### src/design/bbps_pkg.sv
`default_nettype none

package bbps_pkg;

  // Defaults for the top-level parameters
  localparam int BASIS_DEPTH_DEF = 256;
  localparam int VALUE_BITS_DEF  = 32;

  // Fixed field widths
  localparam int CMD_BITS   = 1;
  localparam int IDX_BITS   = 8;
  localparam int OPV_BITS   = 32;
  localparam int CODE_BITS  = 9;
  localparam int LEN_BITS   = 9;
  localparam int OFS_BITS   = 8;
  localparam int PADDR_BITS = 3;
  localparam int PDATA_BITS = 32;
  localparam int LG_IN_BITS = 16;
  localparam int LG_BITS    = 5;
  localparam int SCORE_BITS = LG_BITS + 1;

  // Command codes
  localparam logic [CMD_BITS-1:0] CMD_LOAD  = 1'b0;
  localparam logic [CMD_BITS-1:0] CMD_QUERY = 1'b1;

  // Register indexes (paddr[2])
  localparam logic REG_LENGTH = 1'b0;
  localparam logic REG_OFFSET = 1'b1;

  typedef struct packed {
    logic [LEN_BITS-1:0] basis_length;
    logic [OFS_BITS-1:0] index_offset;
  } cfg_t;

  typedef struct packed {
    logic                 pair_found;
    logic [CODE_BITS-1:0] first_code;
    logic [CODE_BITS-1:0] second_code;
  } res_t;

  // floor(log2(n+1)); the gamma length is 2*this+1, so scores compare on the sum
  function automatic logic [LG_BITS-1:0] lg_of_inc(input logic [LG_IN_BITS-1:0] n);
    logic [LG_IN_BITS:0] v;
    logic [LG_BITS-1:0]  r;
    v = {1'b0, n} + (LG_IN_BITS+1)'(1);
    r = '0;
    for (int b = 1; b <= LG_IN_BITS; b++) begin
      if (v[b]) r = LG_BITS'(b);
    end
    return r;
  endfunction

endpackage

`default_nettype wire

### src/design/bbps_cfg.sv
`default_nettype none

module bbps_cfg import bbps_pkg::*; (
  input  wire logic                  clk_i,
  input  wire logic                  rst_ni,
  input  wire logic                  psel,
  input  wire logic                  penable,
  input  wire logic                  pwrite,
  input  wire logic [PADDR_BITS-1:0] paddr,
  input  wire logic [PDATA_BITS-1:0] pwdata,
  output logic      [PDATA_BITS-1:0] prdata,
  output logic                       pready,
  output cfg_t                       cfg_o
);

  logic [LEN_BITS-1:0] len_q;
  logic [OFS_BITS-1:0] ofs_q;
  logic                wr_en;

  assign wr_en  = psel && penable && pwrite;
  assign pready = 1'b1;

  // Register writes
  always_ff @(posedge clk_i or negedge rst_ni) begin
    if (!rst_ni) begin
      len_q <= LEN_BITS'(1);
      ofs_q <= '0;
    end else if (wr_en) begin
      case (paddr[2])
        REG_LENGTH: len_q <= pwdata[LEN_BITS-1:0];
        REG_OFFSET: ofs_q <= pwdata[OFS_BITS-1:0];
        default: ;
      endcase
    end
  end

  // Read back
  always_comb begin
    case (paddr[2])
      REG_LENGTH: prdata = PDATA_BITS'(len_q);
      REG_OFFSET: prdata = PDATA_BITS'(ofs_q);
      default:    prdata = '0;
    endcase
  end

  assign cfg_o.basis_length = len_q;
  assign cfg_o.index_offset = ofs_q;

endmodule

`default_nettype wire

### config.mk
export PLATFORM = sky130hd
export DESIGN_NAME = bbps_cfg
export DESIGN_NICKNAME = d
export VERILOG_FILES = /design/src/design/bbps_pkg.sv /design/src/design/bbps_cfg.sv
export SDC_FILE = /design/constraint.sdc
export NUM_CORES = 1
export LEC_CHECK = 0
export ABC_AREA = 1
export BUFFER_PORTS_ARGS = -buffer_cell sky130_fd_sc_hd__buf_2
export CAP_MARGIN = 25
export CELL_PAD_IN_SITES_DETAIL_PLACEMENT = 1
export CELL_PAD_IN_SITES_GLOBAL_PLACEMENT = 1
export CORE_ASPECT_RATIO = 0.7
export CORE_MARGIN = 10
export CORE_UTILIZATION = 21
export CTS_CLUSTER_DIAMETER = 120
export DETAILED_ROUTE_END_ITERATION = 8
export HOLD_SLACK_MARGIN = 0.15
export PLACE_DENSITY = 0.8
export RECOVER_POWER = 50
export SYNTH_ARGS = -nofsm -noshare
export SYNTH_HDL_FRONTEND = slang
export SYNTH_SLANG_ARGS = --single-unit
### constraint.sdc
create_clock -name clk_i -period 0.8 [get_ports clk_i]
set_input_delay 0.12 -clock clk_i [delete_from_list [all_inputs] [get_ports clk_i]]
set_output_delay 0.12 -clock clk_i [all_outputs]
set_load 0.02 [all_outputs]
==> results.yml, run 1 <==
clocking:
  clk_latency_ns: 0.25
  cts-root-buf: "clkbuf_8"
  cts_buffers: 3
  cts_tree: "done"
  htree_levels: 1
  path_clk_slew_ns: 0.07
  cts_max_path_buffers: 2
  clock_sinks: 17
timing:
  fmax_mhz: 888
  fin_skew_ns: 0
  hold_violations: 0
  layout_min_cycle_time_ns: 1.13
  setup_viol: 29
  worst_slack_ns: -0.326
  final_max_slew_viol_count: 0
  fin_crit_sh_pct: 141
  fin_hold_ws_ns: 0.338
  rsz0062_at_grt: "true"
global_routing:
  grt.busiest_layer: "met2"
  grt_pass1_vias: 1124
  grt_use_met2_pct: 15.6
  grt_overflow: 0
  grt_max_degree: 18
  antenna_found_initial: 0
  grt_use_met1_pct: 10.6
  grt_usage_pct: 9.14
  use_met3_pct: 3.89
  grt_pass1_wl_um: 5840
synthesis:
  yosys_warnings: 0
  syn_avg_cell_area_um2: 7.74
  netlist_instances: 130
  ys_ff_latch: 17
  syn-cell-area_um2: 1010
  synth_top_cell_area_share_pct: 39.8
  ys_seq_area_share_pct: 42.4
  synthTopCellsByArea: "dfrtp_1 (40%), nand2_1 (22%), buf_4 (19%)"
  yosysTopAreaCell: "dfrtp_1"
  synth.distinct_cells: 15
detailed_routing:
  viasPerCell: 3.89
  ant_nets: 0
  drt_pass1_iterations: 4
  vias: 1023
  postRouteWirelength_um: 3840
  drc: 0
  drtIter0Drc: 29
  wl_per_cell_um: 14.6
pwr:
  peakVddDrop_mv: 0.741
  powerDensity_nw_per_um2: 2070
  p_leak_nw: 0.969
placed_design:
  place_congestion: 0.687
  hpwl_um: 2820
  port_buffers: 40
setup_path:
  crit_required_ns: 0.68
  critical_path_class: "register to output port"
  crit_fanout: 3
  cp-end-kind: "output port"
  worstPathArrival_ns: 1.01
  cp-start-kind: "register"
outcome:
  violations: "negative setup slack"
  outcome: "finished, violations left"
floorplan:
  die_w_um: 103
  row_count: 20
  io_pins: 90
  initial_core_util_pct: 22.5
  dieArea_um2: 8000
  die_height_um: 77.9
  coreArea_um2: 4480
hold_path:
  hold_class: "input pin to asynchronous set/reset pin"
finish:
  final_util_pct: 39.9
  multi_input_area_um2: 480
  area_growth_pct: 77.5
  fin_nets: 249
  drive_above_1_share_pct: 45.2
  seqCellArea_um2: 428
  final_cell_mix: "nand2_1 (46), buf_6 (39), conb_1 (24)"
  antenna-diode-count: 0
  n_fill_cell: 535
  final_common_cell: "nand2_1"
flow_run:
  maxCapViolCount: 0
## cell usage after synthesis
library cell  instances
nand2_1              59
buf_4                25
dfrtp_1              16
nand3_1              16
buf_6                 2
conb_1                2
inv_1                 2
buf_2                 1
dfstp_2               1
inv_2                 1
nand3_2               1
nand4_1               1
nand4_2               1
nor2_1                1
nor2_4                1
## final cells by class
class / instances / area share, %
timing repair buffer: 80 / 42.1
multi-input combinational: 104 / 26.9
sequential: 17 / 24.0
tap: 55 / 3.85
clock buffer: 4 / 2.52
inverter: 3 / 0.631
## where the power goes
part	switching [mW]	internal [mW]	leakage [nW]	total, mW
registers	0.159	1.03	0.210	1.19
clock network	0.299	0.353	0.0228	0.653
logic	0.899	0.947	0.736	1.85
## stage by stage
stage | cells | setup WS [ns] | power [mW] | area (um2) | setup TNS, ns
after floorplan | 152 | -0.0799 | 1.94 | 1120 | -0.0799
after detailed placement | 232 | -0.121 | 2.30 | 1280 | -1.66
after global routing | 263 | -0.365 | 3.93 | 1790 | -6.85
after global placement | 232 | -0.104 | 2.27 | 1280 | -1.34
after CTS | 253 | -0.336 | 3.42 | 1640 | -4.69
final | 263 | -0.326 | 3.69 | 1790 | -5.68
## critical path, stage by stage, from the launching register on
cell and delay (ns):
dfstp_2 0.55, nand2_2 0.05, nand2_2 0.05, buf_6 0.11
## repair_timing
action,4_1_cts,5_1_grt
setup buffers,7,13
hold buffers,10,0
resized for setup,52,19
endpoints found under the hold margin,34,0
setup endpoints to repair,26,30
pin swaps,14,12
## state kept, by name, indices dropped and copies added, names as in the netlist
| signal | cells |
|---|---|
| len_q | 9 |
| ofs_q | 8 |
## final timing paths
kind                          start        end  slack [ns]  cells past startpoint
max                        len_q[0]  prdata[0]       -0.33                      3
max in group asynchronous    rst_ni   len_q[0]        0.11                      2
min                          rst_ni   len_q[5]        0.34                      2
min in group clk_i         paddr[2]   ofs_q[1]        0.34                      4
min reg2reg                len_q[0]   len_q[0]        0.49                      2
max reg2reg                ofs_q[6]   ofs_q[6]       -0.07                      4
## layer usage
metal	share of wire (%)	vias to the layer above
li1	-	509
met1	42	483
met2	52	29
met3	6.5	2
met4	0.21	0
met5	0	-
## cells by family after synthesis
group | share of synthesized area [%]
and+or+nand+nor | 34.3
other | 0.747
buffers and inverters | 22.5
DFF | 42.4
Power figures use the tool's default switching activity.
==> inputs of run 2 (changes only) <==
RECOVER_POWER = default   (was 50)
==> run 2 against run 1 <==
  * The run still ends with negative setup slack left
  * Critical path depth is the same
  * Count of clock-buffer cells in the layout is the same
  * First-iteration DRC count is the same
  * Largest cell class unchanged
  * Clock power is essentially flat
  * Highest routed layer unchanged
  * Sequential power is essentially flat
  * Clock skew is the same
  * Wire length is essentially flat
  * Sequential share of layout area is the same
  * Fmax is the same
  * Register-to-register slack is essentially flat
  * Flip-flop and latch count is the same
  * Cell count is the same
==> results.yml, run 2 (synthesis results as in run 1) <==
pwr:
  pwr-share-seq_pct: 32.3
  pwr-share-clk_pct: 17.7
  peakVddDrop_mv: 0.741
  sw_frac_of_total_pct: 36.8
  p_int_mw: 2.33
  p_total_mw: 3.69
  powerDensity_nw_per_um2: 2070
  switchingPower_mw: 1.36
  comb_power_share_pct: 50.0
  p_leak_nw: 0.969
clocking:
  clk_latency_ns: 0.25
  cts_buffers: 3
  cts_tree: "done"
  path_clk_slew_ns: 0.07
  clock_sinks: 17
  htree_levels: 1
  cts-root-buf: "clkbuf_8"
  cts_max_path_buffers: 2
timing:
  worst_slack_ns: -0.326
  hold_violations: 0
  fmax_mhz: 888
  fin_crit_sh_pct: 141
  layout_min_cycle_time_ns: 1.13
  fin_hold_ws_ns: 0.328
  fin_skew_ns: 0
  setup_viol: 29
  rsz0062_at_grt: "true"
  final_max_slew_viol_count: 0
placed_design:
  place_area_um2: 1280
  port_buffers: 40
  place_congestion: 0.687
  place_ws_ns: -0.121
  dp_cells: 232
  hpwl_um: 2820
global_routing:
  grt_pass1_vias: 1124
  grt_overflow: 0
  grt_max_degree: 18
  grt_usage_pct: 9.14
  grt_pass1_wl_um: 5840
  antenna_found_initial: 0
setup_path:
  rrSetupSlack_ns: -0.07
  timing.rr.start: "ofs_q[6]"
  worstPathArrival_ns: 1.01
  cp-startpoint: "len_q[0]"
  critical_path_class: "register to output port"
  crit_required_ns: 0.68
  reg2regPathDepth: 4
  reg2reg_to: "ofs_q[6]"
  crit_end: "prdata[0]"
  cp-start-kind: "register"
  crit_fanout: 3
  cp-end-kind: "output port"
outcome:
  outcome: "finished, violations left"
  violations: "negative setup slack"
detailed_routing:
  ant_nets: 0
  viasPerCell: 3.89
  drtIter0Drc: 29
  drc: 0
  drt_pass1_iterations: 4
  wl_per_cell_um: 14.6
  postRouteWirelength_um: 3840
  vias: 1023
finish:
  top_regs: "len_q (9), ofs_q (8)"
  final_common_cell: "nand2_1"
  largest_reg_flops: 9
  drive_above_1_share_pct: 45.2
  stdcell_count: 263
  final_cell_mix: "nand2_1 (46), buf_6 (39), conb_1 (24)"
  area_growth_pct: 77.5
  antenna-diode-count: 0
  fin_nets: 249
  max_flop_register: "len_q"
  final_area_um2: 1790
floorplan:
  coreArea_um2: 4480
  dieArea_um2: 8000
  initial_core_util_pct: 22.5
  row_count: 20
  die_height_um: 77.9
  io_pins: 90
  die_w_um: 103
hold_path:
  hold_class: "input pin to asynchronous set/reset pin"
flow_run:
  maxCapViolCount: 0
-- run 2: changes by cell type in the layout (fill, tap and decap cells not counted), sizes merged --
cell	previous run	this run
buf	69	70
clkbuf	5	4
-- run 2: worst min path at each step --
| stage | to | cells past startpoint | start | slack (ns) |
|---|---|---|---|---|
| 4_1_cts | ofs_q[3] | 4 | paddr[2] | 0.32 |
| 3_5_place_dp | len_q[4] | 1 | rst_ni | 0.07 |
| 5_1_grt | ofs_q[3] | 4 | paddr[2] | 0.35 |
| 2_1_floorplan | len_q[1] | 0 | rst_ni | -0.18 |
| 6_report | len_q[5] | 2 | rst_ni | 0.33 |
| 3_3_place_gp | len_q[4] | 1 | rst_ni | 0.07 |
-- run 2: power by group through the flow --
stage               Combinational [mW]  Sequential, mW  Clock [mW]
finish                            1.85            1.19       0.653
global route                      1.99            1.21       0.732
CTS                               1.56            1.19       0.669
detailed placement                1.13            1.17           0
global placement                  1.10            1.17           0
floorplan                        0.579            1.36           0
-- run 2: metal layers --
metal	global-route usage, %	vias to the layer above	wire length [um]
met5	0	-	0
met4	1.26	0	8
met3	3.89	2	251
met2	15.6	29	1980
met1	10.6	483	1600
li1	-	509	-
-- run 2: metrics by stage --
step,util (%),setup TNS (ns)
global route,39.9,-6.85
detailed placement,28.6,-1.66
global placement,28.6,-1.34
CTS,36.6,-4.69
floorplan,-,-0.0799
finish,39.9,-5.68
-- run 2: repair_timing --
action,4_1_cts,5_1_grt
gates resized for setup,52,19
pin swaps,14,12
endpoints found under the hold margin,34,0
endpoints found under the setup margin,26,30
setup buffers,7,13
hold buffers,10,0
-- run 2: worst max-delay path, cell delays in order, from the launching register on --
cell and delay, ns:
dfstp_2 0.55, nand2_2 0.05, nand2_2 0.05, buf_6 0.11
-- run 2: final cells by class --
cell class / instances / area [um2]
tap: 55 / 68.8
multi-input combinational: 104 / 480
sequential: 17 / 428
fill: 535 / 2690
inverter: 3 / 11.3
timing repair buffer: 80 / 752
clock buffer: 4 / 45.0
