## config.mk

```make
export PLATFORM = sky130hd
export DESIGN_NAME = bbps_walk
export DESIGN_NICKNAME = d
export VERILOG_FILES = /design/src/design/bbps_pkg.sv /design/src/design/bbps_walk.sv
export SDC_FILE = /design/constraint.sdc
export NUM_CORES = 1
export LEC_CHECK = 0
export ABC_AREA = 1
export ABC_CLOCK_PERIOD_IN_PS = 7500
export BUFFER_PORTS_ARGS = -buffer_cell sky130_fd_sc_hd__buf_2
export CAP_MARGIN = 5
export CORE_MARGIN = 10
export CORE_UTILIZATION = 35
export CTS_CLUSTER_SIZE = 24
export DETAILED_ROUTE_END_ITERATION = 10
export HOLD_SLACK_MARGIN = 0.05
export PLACE_DENSITY = 0.63
export SYNTH_ARGS = -nofsm -noshare
export SYNTH_HDL_FRONTEND = slang
export SYNTH_SLANG_ARGS = --single-unit
```

## constraint.sdc

```tcl
create_clock -name clk_i -period 7.5 [get_ports clk_i]
set_input_delay 1.5 -clock clk_i [delete_from_list [all_inputs] [get_ports clk_i]]
set_output_delay 1.5 -clock clk_i [all_outputs]
set_load 0.01 [all_outputs]
```

## src/design/bbps_pkg.sv

```systemverilog
`default_nettype none

package bbps_pkg;

  // Defaults for the top-level parameters
  localparam int BASIS_DEPTH_DEF = 256;
  localparam int VALUE_BITS_DEF  = 32;

  // Fixed field widths
  localparam int CMD_BITS   = 1;
  localparam int IDX_BITS   = 8;
  localparam int OPV_BITS   = 32;
  localparam int CODE_BITS  = 9;
  localparam int LEN_BITS   = 9;
  localparam int OFS_BITS   = 8;
  localparam int PADDR_BITS = 3;
  localparam int PDATA_BITS = 32;
  localparam int LG_IN_BITS = 16;
  localparam int LG_BITS    = 5;
  localparam int SCORE_BITS = LG_BITS + 1;

  // Command codes
  localparam logic [CMD_BITS-1:0] CMD_LOAD  = 1'b0;
  localparam logic [CMD_BITS-1:0] CMD_QUERY = 1'b1;

  // Register indexes (paddr[2])
  localparam logic REG_LENGTH = 1'b0;
  localparam logic REG_OFFSET = 1'b1;

  typedef struct packed {
    logic [LEN_BITS-1:0] basis_length;
    logic [OFS_BITS-1:0] index_offset;
  } cfg_t;

  typedef struct packed {
    logic                 pair_found;
    logic [CODE_BITS-1:0] first_code;
    logic [CODE_BITS-1:0] second_code;
  } res_t;

  // floor(log2(n+1)); the gamma length is 2*this+1, so scores compare on the sum
  function automatic logic [LG_BITS-1:0] lg_of_inc(input logic [LG_IN_BITS-1:0] n);
    logic [LG_IN_BITS:0] v;
    logic [LG_BITS-1:0]  r;
    v = {1'b0, n} + (LG_IN_BITS+1)'(1);
    r = '0;
    for (int b = 1; b <= LG_IN_BITS; b++) begin
      if (v[b]) r = LG_BITS'(b);
    end
    return r;
  endfunction

endpackage

`default_nettype wire

```

## src/design/bbps_walk.sv

```systemverilog
`default_nettype none

// Query sequencer: bound scan, then two-pointer walk over the table
module bbps_walk import bbps_pkg::*; #(
  parameter int BASIS_DEPTH = BASIS_DEPTH_DEF,
  parameter int VALUE_BITS  = VALUE_BITS_DEF
) (
  input  wire logic                           clk_i,
  input  wire logic                           rst_ni,
  input  wire cfg_t                           cfg_i,
  input  wire logic                           start_i,
  input  wire logic [VALUE_BITS-1:0]          val_i,
  input  wire logic                           take_i,
  output logic                                busy_o,
  output logic                                done_o,
  output res_t                                res_o,
  output logic      [$clog2(BASIS_DEPTH)-1:0] raddr_a_o,
  output logic      [$clog2(BASIS_DEPTH)-1:0] raddr_b_o,
  input  wire logic [VALUE_BITS-1:0]          rdata_a_i,
  input  wire logic [VALUE_BITS-1:0]          rdata_b_i
);

  localparam int AW = $clog2(BASIS_DEPTH);
  localparam int CW = $clog2(BASIS_DEPTH + 1);
  localparam int PW = $clog2(BASIS_DEPTH + 256);

  localparam logic [2:0] S_IDLE   = 3'd0;
  localparam logic [2:0] S_BOUND  = 3'd1;
  localparam logic [2:0] S_WSTART = 3'd2;
  localparam logic [2:0] S_WLOAD  = 3'd3;
  localparam logic [2:0] S_WALK   = 3'd4;
  localparam logic [2:0] S_DONE   = 3'd5;

  logic [2:0]            state_q, state_d;
  logic                  pend_q, pend_d;
  logic [CW-1:0]         k_q, k_d;
  logic [CW-1:0]         len_q, len_d;
  logic [AW-1:0]         maxb_q, maxb_d;
  logic [AW-1:0]         i_q, i_d;
  logic [AW-1:0]         j_q, j_d;
  logic [VALUE_BITS-1:0] val_q, val_d;
  logic [VALUE_BITS-1:0] a_q, a_d;
  logic [VALUE_BITS-1:0] b_q, b_d;
  logic                  found_q, found_d;
  logic [SCORE_BITS-1:0] best_q, best_d;
  logic [CODE_BITS-1:0]  code1_q, code1_d;
  logic [CODE_BITS-1:0]  code2_q, code2_d;

  logic [CW-1:0]         eff_len;
  logic [VALUE_BITS:0]   pair_sum;
  logic                  sum_above;
  logic                  sum_equal;
  logic [PW-1:0]         p1, p2;
  logic [SCORE_BITS-1:0] score;
  logic                  hit;

  // Length clamped into 1..BASIS_DEPTH
  always_comb begin
    if (cfg_i.basis_length == '0) begin
      eff_len = CW'(1);
    end else if (32'(cfg_i.basis_length) > BASIS_DEPTH) begin
      eff_len = CW'(BASIS_DEPTH);
    end else begin
      eff_len = CW'(cfg_i.basis_length);
    end
  end

  // Pair sum one bit wider than the data, and gamma score of the pair
  assign pair_sum  = {1'b0, a_q} + {1'b0, b_q};
  assign sum_above = pair_sum > {1'b0, val_q};
  assign sum_equal = pair_sum == {1'b0, val_q};
  assign p1        = PW'(i_q) + PW'(cfg_i.index_offset);
  assign p2        = PW'(j_q - i_q) + PW'(cfg_i.index_offset);
  assign score     = SCORE_BITS'(lg_of_inc(LG_IN_BITS'(p1)))
                   + SCORE_BITS'(lg_of_inc(LG_IN_BITS'(p2)));
  assign hit       = pend_q && (rdata_a_i < val_q);

  // Next-state logic
  always_comb begin
    state_d   = state_q;
    pend_d    = pend_q;
    k_d       = k_q;
    len_d     = len_q;
    maxb_d    = maxb_q;
    i_d       = i_q;
    j_d       = j_q;
    val_d     = val_q;
    a_d       = a_q;
    b_d       = b_q;
    found_d   = found_q;
    best_d    = best_q;
    code1_d   = code1_q;
    code2_d   = code2_q;
    raddr_a_o = '0;
    raddr_b_o = '0;
    case (state_q)
      S_IDLE: begin
        if (start_i) begin
          val_d   = val_i;
          len_d   = eff_len;
          k_d     = CW'(1);
          pend_d  = 1'b0;
          maxb_d  = '0;
          found_d = 1'b0;
          best_d  = '0;
          code1_d = '0;
          code2_d = '0;
          state_d = S_BOUND;
        end
      end
      // Streamed scan: data for entry maxb+1 returns in the cycle after issue
      S_BOUND: begin
        if (pend_q && !hit) begin
          pend_d  = 1'b0;
          state_d = S_WSTART;
        end else begin
          if (hit) maxb_d = maxb_q + AW'(1);
          if (k_q < len_q) begin
            raddr_a_o = AW'(k_q);
            k_d       = k_q + CW'(1);
            pend_d    = 1'b1;
          end else begin
            pend_d = 1'b0;
            if (!pend_q) state_d = S_WSTART;
          end
        end
      end
      S_WSTART: begin
        raddr_a_o = '0;
        raddr_b_o = maxb_q;
        i_d       = '0;
        j_d       = maxb_q;
        state_d   = S_WLOAD;
      end
      // Prime both ends, then prefetch the neighbors i+1 and j-1
      S_WLOAD: begin
        a_d       = rdata_a_i;
        b_d       = rdata_b_i;
        raddr_a_o = i_q + AW'(1);
        raddr_b_o = j_q - AW'(1);
        state_d   = S_WALK;
      end
      S_WALK: begin
        if (sum_equal && (!found_q || score < best_q)) begin
          found_d = 1'b1;
          best_d  = score;
          code1_d = CODE_BITS'(p1);
          code2_d = CODE_BITS'(p2);
        end
        if (sum_above) begin
          j_d = j_q - AW'(1);
          b_d = rdata_b_i;
        end else begin
          i_d = i_q + AW'(1);
          a_d = rdata_a_i;
        end
        raddr_a_o = i_d + AW'(1);
        raddr_b_o = j_d - AW'(1);
        if (i_q == j_q) state_d = S_DONE;
      end
      S_DONE: begin
        if (take_i) state_d = S_IDLE;
      end
      default: state_d = S_IDLE;
    endcase
  end

  // Control state
  always_ff @(posedge clk_i or negedge rst_ni) begin
    if (!rst_ni) begin
      state_q <= S_IDLE;
      pend_q  <= 1'b0;
    end else begin
      state_q <= state_d;
      pend_q  <= pend_d;
    end
  end

  // Datapath
  always_ff @(posedge clk_i) begin
    k_q     <= k_d;
    len_q   <= len_d;
    maxb_q  <= maxb_d;
    i_q     <= i_d;
    j_q     <= j_d;
    val_q   <= val_d;
    a_q     <= a_d;
    b_q     <= b_d;
    found_q <= found_d;
    best_q  <= best_d;
    code1_q <= code1_d;
    code2_q <= code2_d;
  end

  assign busy_o            = state_q != S_IDLE;
  assign done_o            = state_q == S_DONE;
  assign res_o.pair_found  = found_q;
  assign res_o.first_code  = code1_q;
  assign res_o.second_code = code2_q;

endmodule

`default_nettype wire

```

==> run summary <==
CP required: 6.00 ns
Slew @ Worst Pin: 0.998 ns
Max stage delay on crit path: 0.42 ns
Max H-tree Level: 4
Area contributors post-synth: edfxtp_1 41%, ha_1 15%, nand2_1 7.4%
CORE AREA: 33500 um2
Initial Util: 35.4%
Rel. slew slack: 33.5%
Final ANT Viol Nets: 0
Die Ht: 204 um
non-filler instance count after layout: 1952
GPL Wtd Cong: 0.905
Reg-to-Reg Start: j_q[0]$_DFFE_PP_
CTS Sinks: 166
Buf/Inv on CP: 5
Worst R2R Setup Slack: 1.84 ns
RSZ-0062 raised after global routing: no
first-pass GRT wire length: 49400 um
Syn Area/Cell: 8.98 um2
root buf cell: clkbuf_16
DRC violation count after routing: 0
Synth cell types: 57
drt total wl: 31300 um
MaxCap Viol Count: 0
Worst path top cell family by delay: simple AND/OR/NAND/NOR gates
fin. max-slew vios: 0
uppermost layer routed: met4
I/O Buffers: 153
largest net degree at the start of global routing: 56
Post-synth top cells: 235 x nand2_1, 223 x inv_1, 162 x edfxtp_1
CP endpoint kind: output port
final hold violation count: 0
Setup CP Type: reg -> out
Via Count: 9419
Yosys top cell area share: 41.0%
Worst path most repeated cell: nand2_1
drt pass-1 iters: 5
wire length per cell: 16.1 um
row count: 67
TritonCTS clock tree: done
leading area contributor after synthesis: edfxtp_1
most common cell in the netlist: nand2_1
Avg Vias per Cell: 4.83
wire length on met2: 15100 um
crit start category: flip-flop
Yosys warning count: 0
Min-Delay Path Class: reg -> reg
M1 WL: 13900 um
PwrDens: 429 nW/um2
Bufs on Longest Clock Path: 2
TNS Setup: 0 ns
drt initial violations: 459
number of global-route vias before repair: 9535
slowest CP cell: fa_1
Hold Path Depth: 2
Mapped Area: 11900 um2
final net count: 1764
Detailed Place HPWL: 25200 um
Highest Clock Rate: 143 MHz
fraction of layout cells with a size suffix above 1: 15.8%
die area: 41700 um2
Syn Nets: 1595
Synth-to-Final Area Change: 16.4%
Async SR Flop Fraction: 2.41%
Num CTS Buffers: 17
Hold EP: pend_q$_DFFE_PN0P_
Filler cells: 3341
Crit Path Max Fanout: 9
Synth Register Bits: 166
Hold-fix buffers, CTS: 0
Worst Hold Margin: 0.575 ns
R2R Path End: code2_q[4]$_SDFFCE_PN0P_
placed insts: 1918
Final Critical Period: 7.01 ns
Top-Level Pins: 154
synthesized instance count: 1322
initial antenna violation count: 1
EDFF count, synth: 162
Worst Path Arrival: 5.51 ns
fin crit share: 93.5%
Die X: 204 um
Clock Latency Late Sink: 0.45 ns
worst vdd ir: 0.270 mV
met3 WL: 1510 um
Static Leak: 6.46 nW
dominant synthesized flop cell: edfxtp_1
gr ovfl total: 0
outcome: complete, no violations
Setup Skew: 0.0131 ns
final setup vio count: 0
post-synthesis sequential area ratio: 41.8%
aggregate global-route resource usage: 15.1%
clk slew on worst S/H paths: 0.07 ns
Worst R2R Path Depth: 28
hold_sp: pend_q$_DFFE_PN0P_
## registers in the layout, indices dropped and copies added, names as in the netlist, 5 cells and up
name	count
a_q	32
b_q	32
val_q	32
code1_q	9
code2_q	9
k_q	9
len_q	9
i_q	8
j_q	8
maxb_q	8
best_q	5
## cells in the final DEF, fill, tap and decap left out, drive strengths merged, types with 8 or more instances in the layout
master and count:
nor2 126, a31oi 8, clkbuf 17, nor3 23, fa 11, buf 161
edfxtp 162, o21bai 9, a21o 9, ha 145, o21ai 59, xnor2 20
nand2 249, nand4 13, inv 234, nand3 39, a21oi 100, xor2 46
## repair_timing
action	in CTS	in global routing
gates resized for setup	0	5
setup buffers	0	1
setup endpoints to repair	0	8
## cell families after synthesis
logic type / count (synthesis) / share of synthesized area (%)
AND/OR/NAND/NOR: 471 / 17.2
buffers and inverters: 241 / 7.86
AO/OA/AOI/OAI: 222 / 11.1
flip-flops: 166 / 41.8
adder cells (fa/ha/maj): 156 / 17.1
XOR/XNOR: 66 / 4.93
## how the worst max path moves through the flow
| stage | from | end | slack (ns) | cells after the start |
|---|---|---|---|---|
| 2_1_floorplan | cfg_i[1] | best_q[0]$_SDFFCE_PN0P_ | 0.68 | 24 |
| 3_3_place_gp | cfg_i[1] | code2_q[1]$_SDFFCE_PN0P_ | 0.86 | 26 |
| 3_5_place_dp | cfg_i[1] | code1_q[2]$_SDFFCE_PN0P_ | 0.75 | 26 |
| 4_1_cts | a_q[2]$_DFFE_PP_ | raddr_a_o[6] | 0.26 | 26 |
| 5_1_grt | a_q[0]$_DFFE_PP_ | raddr_a_o[6] | 0.01 | 34 |
| 6_report | a_q[0]$_DFFE_PP_ | raddr_a_o[6] | 0.49 | 34 |
## tightest hold or removal path: cells and delay by family, from the launching register on
kind	cells	cell delay, ns
AOI/OAI and AO/OA	1	0.07
and+or+nand+nor	1	0.07
DFF	1	0.40
## layout make-up
type	count	area [um2]	area share (%)
antenna	1	2.50	0.0181
clock buffer	17	425	3.08
clock inverter	14	145	1.05
inverter	229	860	6.22
multi-input combinational	916	6030	43.6
sequential	166	4960	35.9
tap	448	561	4.06
timing repair buffer	161	830	6.01
## stage by stage
step	setup WS, ns	power (mW)	utilization, %	area [um2]
after global placement	0.856	4.96	39.4	13200
after detailed placement	0.749	5.05	39.4	13200
after global routing	0.0147	6.55	41.2	13800
after CTS	0.264	5.94	41.1	13800
after floorplan	0.683	4.17	-	11900
final	0.486	5.93	41.2	13800
## power breakdown
| part | switching, mW | leakage (nW) | internal, mW |
|---|---|---|---|
| clock | 0.399 | 0.269 | 0.464 |
| sequential | 0.152 | 1.56 | 1.37 |
| combinational | 2.27 | 4.62 | 1.28 |
## metal layers
layer | vias to the layer above | track usage, %
li1 | 4782 | -
met1 | 4375 | 18.6
met2 | 223 | 25.5
met3 | 39 | 2.73
met4 | 0 | 6.00
met5 | - | 0
No activity file was read; power rests on OpenSTA's default activity.
